<file path="config.mk">
export PLATFORM = sky130hd
export DESIGN_NAME = coalescing_event_queue
export DESIGN_NICKNAME = d
export VERILOG_FILES = /design/src/ceq_pkg.sv /design/src/ceq_ctrl.sv /design/src/ceq_datapath.sv /design/src/coalescing_event_queue.sv
export SDC_FILE = /design/constraint.sdc
export NUM_CORES = 1
export LEC_CHECK = 0
export ABC_AREA = 1
export ABC_CLOCK_PERIOD_IN_PS = 4300
export BUFFER_PORTS_ARGS = -buffer_cell sky130_fd_sc_hd__buf_4
export CORE_UTILIZATION = 25
export CTS_CLUSTER_SIZE = 20
export DETAILED_ROUTE_END_ITERATION = 12
export SKIP_LAST_GASP = 1
export SLEW_MARGIN = 25
export SYNTH_ARGS = -nofsm -noshare
export SYNTH_HDL_FRONTEND = slang
export SYNTH_SLANG_ARGS = --single-unit
</file>
<file path="constraint.sdc">
create_clock -name clk -period 4.3 [get_ports clk]
set_input_delay 0.215 -clock clk [delete_from_list [all_inputs] [get_ports clk]]
set_output_delay 0.215 -clock clk [all_outputs]
set_load 0.02 [all_outputs]
</file>
<file path="src/ceq_pkg.sv">
// Shared types and constants for the coalescing event queue.
// Used by the controller, datapath, top level and port checker.
package ceq_pkg;

  localparam int QUEUE_DEPTH_DEF  = 32;
  localparam int PAYLOAD_BITS_DEF = 32;

  localparam int TYPE_W    = 4;
  localparam int RESERVE_W = 6;
  localparam int REPEAT_W  = 32;
  localparam int NUM_BG    = 3;   // packet, bridge event, tick
  localparam int BG_IDX_W  = $clog2(NUM_BG);

  localparam logic [RESERVE_W-1:0] RESERVE_RESET = RESERVE_W'(4);
  localparam logic [TYPE_W-1:0]    TICK_TYPE     = TYPE_W'(2);
  localparam logic [REPEAT_W-1:0]  REPEAT_MAX    = '1;

  localparam logic KIND_PUSH = 1'b0;
  localparam logic KIND_POP  = 1'b1;

  typedef enum logic {
    ST_IDLE,
    ST_EXEC
  } ceq_state_t;

  // controller -> datapath
  typedef struct packed {
    logic capture;  // latch request, read head slot
    logic exec;     // update queue, load result register
  } ceq_cmd_t;

  // datapath -> controller
  typedef struct packed {
    logic out_free; // result register empty or being drained this cycle
  } ceq_status_t;

endpackage

</file>
<file path="src/ceq_ctrl.sv">
// Sequencer for the coalescing event queue: capture a request, then execute it.
// Depends on ceq_pkg.
module ceq_ctrl
  import ceq_pkg::*;
(
  input  logic        clk,
  input  logic        rst,
  input  logic        in_valid,
  output logic        in_ready,
  input  ceq_status_t status,
  output ceq_cmd_t    cmd
);

  ceq_state_t state, state_next;

  always_ff @(posedge clk) begin
    if (rst) begin
      state <= ST_IDLE;
    end else begin
      state <= state_next;
    end
  end

  always_comb begin
    state_next = state;
    unique case (state)
      ST_IDLE: begin
        if (in_valid) state_next = ST_EXEC;
      end
      ST_EXEC: begin
        if (status.out_free) state_next = ST_IDLE;
      end
      default: state_next = ST_IDLE;
    endcase
  end

  always_comb begin
    in_ready    = 1'b0;
    cmd.capture = 1'b0;
    cmd.exec    = 1'b0;
    unique case (state)
      ST_IDLE: begin
        in_ready    = 1'b1;
        cmd.capture = in_valid;
      end
      ST_EXEC: begin
        cmd.exec = status.out_free;
      end
      default: ;
    endcase
  end

endmodule

</file>
<file path="src/ceq_datapath.sv">
// Queue storage, pointers, coalescing state and result register.
// Depends on ceq_pkg; driven by ceq_ctrl commands.
module ceq_datapath
  import ceq_pkg::*;
#(
  parameter int QUEUE_DEPTH  = QUEUE_DEPTH_DEF,
  parameter int PAYLOAD_BITS = PAYLOAD_BITS_DEF,
  localparam int IDX_W  = $clog2(QUEUE_DEPTH),
  localparam int FILL_W = $clog2(QUEUE_DEPTH + 1)
) (
  input  logic                    clk,
  input  logic                    rst,
  input  ceq_cmd_t                cmd,
  output ceq_status_t             status,
  input  logic                    cfg_valid,
  input  logic [RESERVE_W-1:0]    cfg_data,
  input  logic                    kind,
  input  logic [TYPE_W-1:0]       event_type,
  input  logic [PAYLOAD_BITS-1:0] event_payload,
  output logic                    out_valid,
  input  logic                    out_ready,
  output logic                    success,
  output logic                    merged,
  output logic [TYPE_W-1:0]       out_type,
  output logic [PAYLOAD_BITS-1:0] out_payload,
  output logic [REPEAT_W-1:0]     out_repeat,
  output logic [FILL_W-1:0]       fill_level
);

  localparam int SUM_W  = ((FILL_W > RESERVE_W) ? FILL_W : RESERVE_W) + 1;
  localparam int TAIL_W = IDX_W + 1;

  logic [TYPE_W-1:0]       type_mem    [QUEUE_DEPTH];
  logic [PAYLOAD_BITS-1:0] payload_mem [QUEUE_DEPTH];

  logic [RESERVE_W-1:0]    reserve;
  logic [IDX_W-1:0]        head, head_next;
  logic [FILL_W-1:0]       occupancy, occupancy_next;
  // Each background type is queued at most once: a present bit per type,
  // and the tick's repeat count lives in a single register.
  logic [NUM_BG-1:0]       present, present_next;
  logic [REPEAT_W-1:0]     tick_repeat, tick_repeat_next;

  logic                    op_kind;
  logic [TYPE_W-1:0]       op_type;
  logic [PAYLOAD_BITS-1:0] op_payload;
  logic [TYPE_W-1:0]       rd_type;
  logic [PAYLOAD_BITS-1:0] rd_payload;

  logic                    op_bg, op_tick, rd_bg;
  logic [BG_IDX_W-1:0]     op_bg_idx, rd_bg_idx;
  logic [SUM_W-1:0]        room_sum;
  logic                    bg_room, ctl_room;
  logic [TAIL_W-1:0]       tail_sum;
  logic [IDX_W-1:0]        tail;
  logic                    wr_en;

  logic                    res_success, res_merged;
  logic [TYPE_W-1:0]       res_type;
  logic [PAYLOAD_BITS-1:0] res_payload;
  logic [REPEAT_W-1:0]     res_repeat;

  assign status.out_free = !out_valid || out_ready;

  assign op_bg     = op_type <= TICK_TYPE;
  assign op_tick   = op_type == TICK_TYPE;
  assign op_bg_idx = op_type[BG_IDX_W-1:0];
  assign rd_bg     = rd_type <= TICK_TYPE;
  assign rd_bg_idx = rd_type[BG_IDX_W-1:0];

  // background room: occupancy + reserve < depth (no wrap on large reserve)
  assign room_sum = SUM_W'(occupancy) + SUM_W'(reserve);
  assign bg_room  = room_sum < SUM_W'(QUEUE_DEPTH);
  assign ctl_room = occupancy < FILL_W'(QUEUE_DEPTH);

  // tail is only used when occupancy < depth, so the sum stays below 2*depth
  assign tail_sum = TAIL_W'(head) + TAIL_W'(occupancy);
  assign tail     = (tail_sum >= TAIL_W'(QUEUE_DEPTH)) ?
                    IDX_W'(tail_sum - TAIL_W'(QUEUE_DEPTH)) : IDX_W'(tail_sum);

  always_comb begin
    res_success      = 1'b0;
    res_merged       = 1'b0;
    res_type         = '0;
    res_payload      = '0;
    res_repeat       = '0;
    wr_en            = 1'b0;
    head_next        = head;
    occupancy_next   = occupancy;
    present_next     = present;
    tick_repeat_next = tick_repeat;
    if (cmd.exec) begin
      if (op_kind == KIND_PUSH) begin
        if (op_bg && present[op_bg_idx]) begin
          res_success = 1'b1;
          res_merged  = 1'b1;
          if (op_tick && tick_repeat != REPEAT_MAX) begin
            tick_repeat_next = tick_repeat + REPEAT_W'(1);
          end
        end else if (op_bg ? bg_room : ctl_room) begin
          res_success    = 1'b1;
          wr_en          = 1'b1;
          occupancy_next = occupancy + FILL_W'(1);
          if (op_bg) present_next[op_bg_idx] = 1'b1;
          if (op_tick) tick_repeat_next = REPEAT_W'(1);
        end
      end else if (occupancy != '0) begin
        res_success    = 1'b1;
        res_type       = rd_type;
        res_payload    = rd_payload;
        res_repeat     = (rd_type == TICK_TYPE) ? tick_repeat : REPEAT_W'(1);
        occupancy_next = occupancy - FILL_W'(1);
        head_next      = (head == IDX_W'(QUEUE_DEPTH - 1)) ? '0 : head + IDX_W'(1);
        if (rd_bg) present_next[rd_bg_idx] = 1'b0;
      end
    end
  end

  // storage: write at tail, registered read of the head slot at capture
  always_ff @(posedge clk) begin
    if (wr_en) begin
      type_mem[tail]    <= op_type;
      payload_mem[tail] <= op_payload;
    end
    if (cmd.capture) begin
      rd_type    <= type_mem[head];
      rd_payload <= payload_mem[head];
    end
  end

  always_ff @(posedge clk) begin
    if (cmd.capture) begin
      op_kind    <= kind;
      op_type    <= event_type;
      op_payload <= event_payload;
    end
    if (cmd.exec) begin
      success     <= res_success;
      merged      <= res_merged;
      out_type    <= res_type;
      out_payload <= res_payload;
      out_repeat  <= res_repeat;
      fill_level  <= occupancy_next;
    end
    tick_repeat <= tick_repeat_next;
  end

  always_ff @(posedge clk) begin
    if (rst) begin
      reserve   <= RESERVE_RESET;
      head      <= '0;
      occupancy <= '0;
      present   <= '0;
      out_valid <= 1'b0;
    end else begin
      if (cfg_valid) reserve <= cfg_data;
      head      <= head_next;
      occupancy <= occupancy_next;
      present   <= present_next;
      if (cmd.exec) begin
        out_valid <= 1'b1;
      end else if (out_ready) begin
        out_valid <= 1'b0;
      end
    end
  end

endmodule

</file>
<file path="src/coalescing_event_queue.sv">
// Coalescing event queue: ring FIFO of typed events, push or pop per request.
// The result register loads in the execute step that follows the accepted
// input beat (capture/head read, then execute); no new request is accepted until execute is done.
// A full result register holds off the execute step until its beat is taken.
// Reset (rst, synchronous): queue empty, head at slot 0, reserve 4; slot
// storage is not cleared.
module coalescing_event_queue
  import ceq_pkg::*;
#(
  parameter int QUEUE_DEPTH  = QUEUE_DEPTH_DEF,
  parameter int PAYLOAD_BITS = PAYLOAD_BITS_DEF,
  localparam int FILL_W = $clog2(QUEUE_DEPTH + 1)
) (
  input  logic                    clk,
  input  logic                    rst,
  input  logic                    cfg_valid,
  output logic                    cfg_ready,
  input  logic [RESERVE_W-1:0]    cfg_data,
  input  logic                    in_valid,
  output logic                    in_ready,
  input  logic                    kind,
  input  logic [TYPE_W-1:0]       event_type,
  input  logic [PAYLOAD_BITS-1:0] event_payload,
  output logic                    out_valid,
  input  logic                    out_ready,
  output logic                    success,
  output logic                    merged,
  output logic [TYPE_W-1:0]       out_type,
  output logic [PAYLOAD_BITS-1:0] out_payload,
  output logic [REPEAT_W-1:0]     out_repeat,
  output logic [FILL_W-1:0]       fill_level
);

  ceq_cmd_t    cmd;
  ceq_status_t status;

  assign cfg_ready = 1'b1;

  ceq_ctrl u_ctrl (
    .clk      (clk),
    .rst      (rst),
    .in_valid (in_valid),
    .in_ready (in_ready),
    .status   (status),
    .cmd      (cmd)
  );

  ceq_datapath #(
    .QUEUE_DEPTH  (QUEUE_DEPTH),
    .PAYLOAD_BITS (PAYLOAD_BITS)
  ) u_datapath (
    .clk           (clk),
    .rst           (rst),
    .cmd           (cmd),
    .status        (status),
    .cfg_valid     (cfg_valid),
    .cfg_data      (cfg_data),
    .kind          (kind),
    .event_type    (event_type),
    .event_payload (event_payload),
    .out_valid     (out_valid),
    .out_ready     (out_ready),
    .success       (success),
    .merged        (merged),
    .out_type      (out_type),
    .out_payload   (out_payload),
    .out_repeat    (out_repeat),
    .fill_level    (fill_level)
  );

endmodule

</file>
==> flow_results.org <==
** Cells and area
- Of the cells placed in the final design, the portion with a size suffix greater than 1 is 12.5%.
- In the layout the commonest cells are sky130_fd_sc_hd__edfxtp_1, sky130_fd_sc_hd__nand2_1, sky130_fd_sc_hd__nor2_1.
- Summing all multi-input logic gate instances after layout gives 0.0116 sq mm.
- Once layout is done, the placed cells without fillers occupy 0.0639 sq mm.
- Most frequent standard cell in the layout excluding fill and tap cells :: sky130_fd_sc_hd__edfxtp_1
- Relative to the synthesized area, the layout overhead comes to 18.8%.
- Across the whole layout, storage elements account for 0.0405 sq mm.
- Antenna diode instance count :: 0
- The filler cells instantiated in the layout total 21200.
- Number of nets in the layout :: 4401

** STA
- The hold violation count in the final report was 0.
- # setup viols final :: 0
- Worst Hold Margin :: 0.137 ns
- Adding up every negative setup slack in the final design gives 0 ns.
- Derived from the worst setup path, the maximum achievable clock frequency is 0.267 GHz.
- Least-Margin Pin Slew :: 1.08 ns
- After layout, the minimum clock period comes to 3.75 ns.
- Unrepaired setup endpoints after global routing :: false
- Headroom to the max-slew limit came out at 28.1%.
- The final critical path takes up 87.2% of the cycle.
- The final number of max-transition violations is 0.
- Worst-case clock skew :: 0.0411 ns

** Power
- Across the VDD grid, the largest voltage drop is 0.380 mV.
- Leakage power :: 21.4 nW
- Power Dens Cells :: 447 mW/mm^2

** Worst setup path
- The worst setup path is captured at a flip-flop.
- Arrival @ worst endpoint :: 4.23 ns
- Largest incremental delay on the critical path :: 0.57 ns
- Among the stages of the critical path, the cell type that occurs most often is sky130_fd_sc_hd__inv_1.
- Worst endpoint required time :: 4.78 ns
- Family with the most delay on the worst path :: simple AND/OR/NAND/NOR gates
- R2r worst-path depth :: 10
- The setup check on the worst reg-to-reg path leaves a slack of 0.55 ns.
- The worst register-to-register path ends at u_datapath.payload_mem[10][12].
- Category of the most critical setup path :: flip-flop to flip-flop
- The worst setup path is launched from a flip-flop.
- Worst setup path startpoint :: u_datapath.head[0]
- Critical-path cell list :: ha_1 -> inv_1 -> fa_1 -> o21ai_0 -> xor2_1 -> nand2_1 -> inv_1 -> nand3_1 -> nor2_4 -> buf_12
- The slowest stage of the critical path belongs to the cell sky130_fd_sc_hd__dfxtp_4.
- The startpoint identified for the worst register-to-register timing path is u_datapath.head[0].
- Critical path fanouts, max :: 26
- In this run the worst setup path terminates at u_datapath.payload_mem[10][12].
- Buffers and inverters on the worst path :: 3
- Counting buffers and inverters, the worst setup path is 10 cells deep.

** Logic synthesis
- The number of different library cells used by synthesis comes to 48.
- Sequential share of the synthesized area :: 75.2%
- The synthesized netlist occupies a cell area of 0.0538 sq mm.
- Counting flops with a built-in enable in the synthesized netlist gives 1333.
- Yosys warning total :: 0
- Synth Net Count :: 4182
- Averaged over all synthesized cells, the footprint is 13.1 sq um.
- Syn Inst Count :: 4118
- Leading register cell type out of synthesis :: sky130_fd_sc_hd__edfxtp_1
- Post-synthesis register bit count :: 1355
- After synthesis, the share of flip-flops with an asynchronous set or reset is 0%.

** Clocking
- The number of clock buffers added by TritonCTS is 138.
- Master cell of the clock root buffer :: sky130_fd_sc_hd__clkbuf_16
- Clock sinks :: 1355
- After clock tree synthesis, the setup repair step added 0 buffers.
- Clock latency at the later pin of the worst-skew pair :: 0.80 ns
- Clock transition at path regs :: 0.06 ns
- TritonCTS built the clock tree.
- Largest buffer count on any clock path :: 3
- H-tree level count :: 4
- After clock tree synthesis, the repair step resized 0 gates.

** Placement
- Buffers placed on the I/O ports in this run total 125.
- Post-DP Area :: 0.0589 sq mm
- Dpl hpwl :: 89500 microns
- The congestion estimate from routability-driven global placement came to 0.849.

** Die
- Die ar. :: 0.217 sq mm
- The die is 466 microns tall.
- Placeable core region :: 0.213 sq mm
- Number of placed I/O pins :: 127
- DIE WIDTH :: 466 microns
- The floorplan has 169 rows.
- Initial core utilization :: 25.3%

** Global route
- Number of global-route vias before repair :: 32700
- Wire length of the first global-routing pass :: 223000 microns
- The total overflow left after global routing is 0.
- GRT Total Usage :: 13.7%
- Entering global routing, the biggest net connects 200 pins.
- Number of antenna violations at the first check in global routing :: 5

** Min path
- Instance count along the most critical hold path :: 2
- Class of the most critical hold timing path :: primary input to flip-flop

** Drt
- The final layout contains routed wiring with a total length of 153000 microns.
- The count of nets left with antenna violations once routing finished came out at 0.
- For this run, the detailed router's first-pass iteration total came to 5.
- After the first detailed-routing iteration, the DRC count stood at 4091.
- Routed wirelength normalized by instance count :: 21.0 microns
- After detailed routing, the number of remaining DRC violations is 0.
- Dividing the detail-routed via count by the number of cells gives 4.75.
- Summing over every cut layer, the via total after detailed routing is 34600.

** Outcome
- Result of the run :: finished clean

** Job
- Maximum Capacitance Violations :: 0
==> final cells by class <==
| class | instances | area share [%] |
|---|---|---|
| clock buffer | 177 | 5.76 |
| clock inverter | 73 | 1.13 |
| inverter | 185 | 1.12 |
| multi-input combinational | 2325 | 18.2 |
| sequential | 1355 | 63.3 |
| tap | 2821 | 5.52 |
| timing repair buffer | 332 | 4.92 |
==> repair_timing <==
item                                    CTS  global route
endpoints found under the hold margin    57             0
endpoints found under the setup margin    0             0
hold buffers                             58             0
==> routing by layer <==
metal  track usage (%)  routed length, microns
met1              20.2                   70000
met3              2.40                   12100
met4              3.16                    2240
met2              20.9                   68200
met5                 0                      24
==> kinds of logic after synthesis <==
| family | share of synthesized area, % |
|---|---|
| and+or+nand+nor | 12.0 |
| DFF | 75.2 |
| AOI/OAI and AO/OA | 8.51 |
| buffers and inverters | 3.64 |
| adders and majority gates | 0.386 |
| xor gates and xnor gates | 0.226 |
| other | 0.00697 |
==> cells in the mapped netlist, types with 2 or more instances <==
master                         n  area share (%)
sky130_fd_sc_hd__buf_2        99            0.92
sky130_fd_sc_hd__edfxtp_1   1333              74
sky130_fd_sc_hd__o2111ai_1    26            0.42
sky130_fd_sc_hd__a31o_2       16            0.26
sky130_fd_sc_hd__clkbuf_1     99            0.69
sky130_fd_sc_hd__xor2_1        9            0.15
sky130_fd_sc_hd__o221ai_1    144             2.3
sky130_fd_sc_hd__xnor2_1       3           0.049
sky130_fd_sc_hd__clkinv_1      2           0.014
sky130_fd_sc_hd__a211oi_1     11            0.15
sky130_fd_sc_hd__dfxtp_1      22            0.82
sky130_fd_sc_hd__buf_6        12            0.25
sky130_fd_sc_hd__nor3b_1       6           0.084
sky130_fd_sc_hd__o21ai_1      15            0.14
sky130_fd_sc_hd__a21oi_1     104            0.97
sky130_fd_sc_hd__nand2_2       6           0.070
sky130_fd_sc_hd__nor3_2        3           0.056
sky130_fd_sc_hd__nand4_1      40            0.47
sky130_fd_sc_hd__inv_1       174             1.2
sky130_fd_sc_hd__buf_1        16            0.11
sky130_fd_sc_hd__nand3_2       2           0.037
sky130_fd_sc_hd__nor2_2        7           0.081
sky130_fd_sc_hd__nor3_1       26            0.24
sky130_fd_sc_hd__nand2_1     705             4.9
sky130_fd_sc_hd__nand3_1     287             2.7
sky130_fd_sc_hd__o211ai_1      5           0.070
sky130_fd_sc_hd__o22ai_1       2           0.023
sky130_fd_sc_hd__a31oi_1      52            0.60
sky130_fd_sc_hd__o21ai_0     345             3.2
sky130_fd_sc_hd__o31ai_1       9            0.13
sky130_fd_sc_hd__buf_4        27            0.38
sky130_fd_sc_hd__or2_2         2           0.023
sky130_fd_sc_hd__nor4_1        5           0.058
sky130_fd_sc_hd__ha_1         15            0.35
sky130_fd_sc_hd__inv_2         9           0.063
sky130_fd_sc_hd__a31o_1        8            0.13
sky130_fd_sc_hd__nor2_1      461             3.2
==> worst min path at each step <==
stage / from / endpoint / slack (ns)
4_1_cts: event_payload[7] / u_datapath.op_payload[7] / 0.08
3_3_place_gp: event_payload[25] / u_datapath.op_payload[25] / 0.39
2_1_floorplan: kind / u_datapath.op_kind / 0.31
6_report: event_payload[7] / u_datapath.op_payload[7] / 0.14
5_1_grt: event_payload[26] / u_datapath.op_payload[26] / 0.12
3_5_place_dp: event_payload[8] / u_datapath.op_payload[8] / 0.39
==> report_power, final <==
group          internal, mW  switching, mW
clock                  6.52           5.30
combinational         0.523           1.42
sequential             14.7          0.110
==> per-stage QoR <==
step	std cells	worst slack [ns]	total power, mW	util [%]
2_1_floorplan	4118	0.389	16.1	-
3_3_place_gp	6949	0.546	17.0	27.6
3_5_place_dp	6958	0.583	17.0	27.7
4_1_cts	7266	0.536	28.8	30.0
5_1_grt	7268	0.350	29.5	30.0
6_report	7268	0.549	28.6	30.0
==> state kept, by name (all words and copies together) (netlist names), 3 cells and up <==
name                    count
u_datapath.op_type          4
u_datapath.occupancy        6
u_datapath.type_mem       128
u_datapath.out_repeat      32
u_datapath.out_payload     32
u_datapath.rd_payload      32
u_datapath.fill_level       6
u_datapath.reserve          6
u_datapath.payload_mem   1024
u_datapath.head             5
u_datapath.tick_repeat     32
u_datapath.out_type         4
u_datapath.rd_type          4
u_datapath.present          3
u_datapath.op_payload      32
==> worst register-to-register path, delay by kind of cell (launching register included) <==
family                     cells  cell delay [ns]
adders and majority gates      2             0.70
and+or+nand+nor                3             0.98
AOI/OAI and AO/OA              1             0.24
buffers and inverters          3             0.44
xor gates and xnor gates       1             0.50
DFF                            1             0.57
Power figures use the tool's default switching activity.
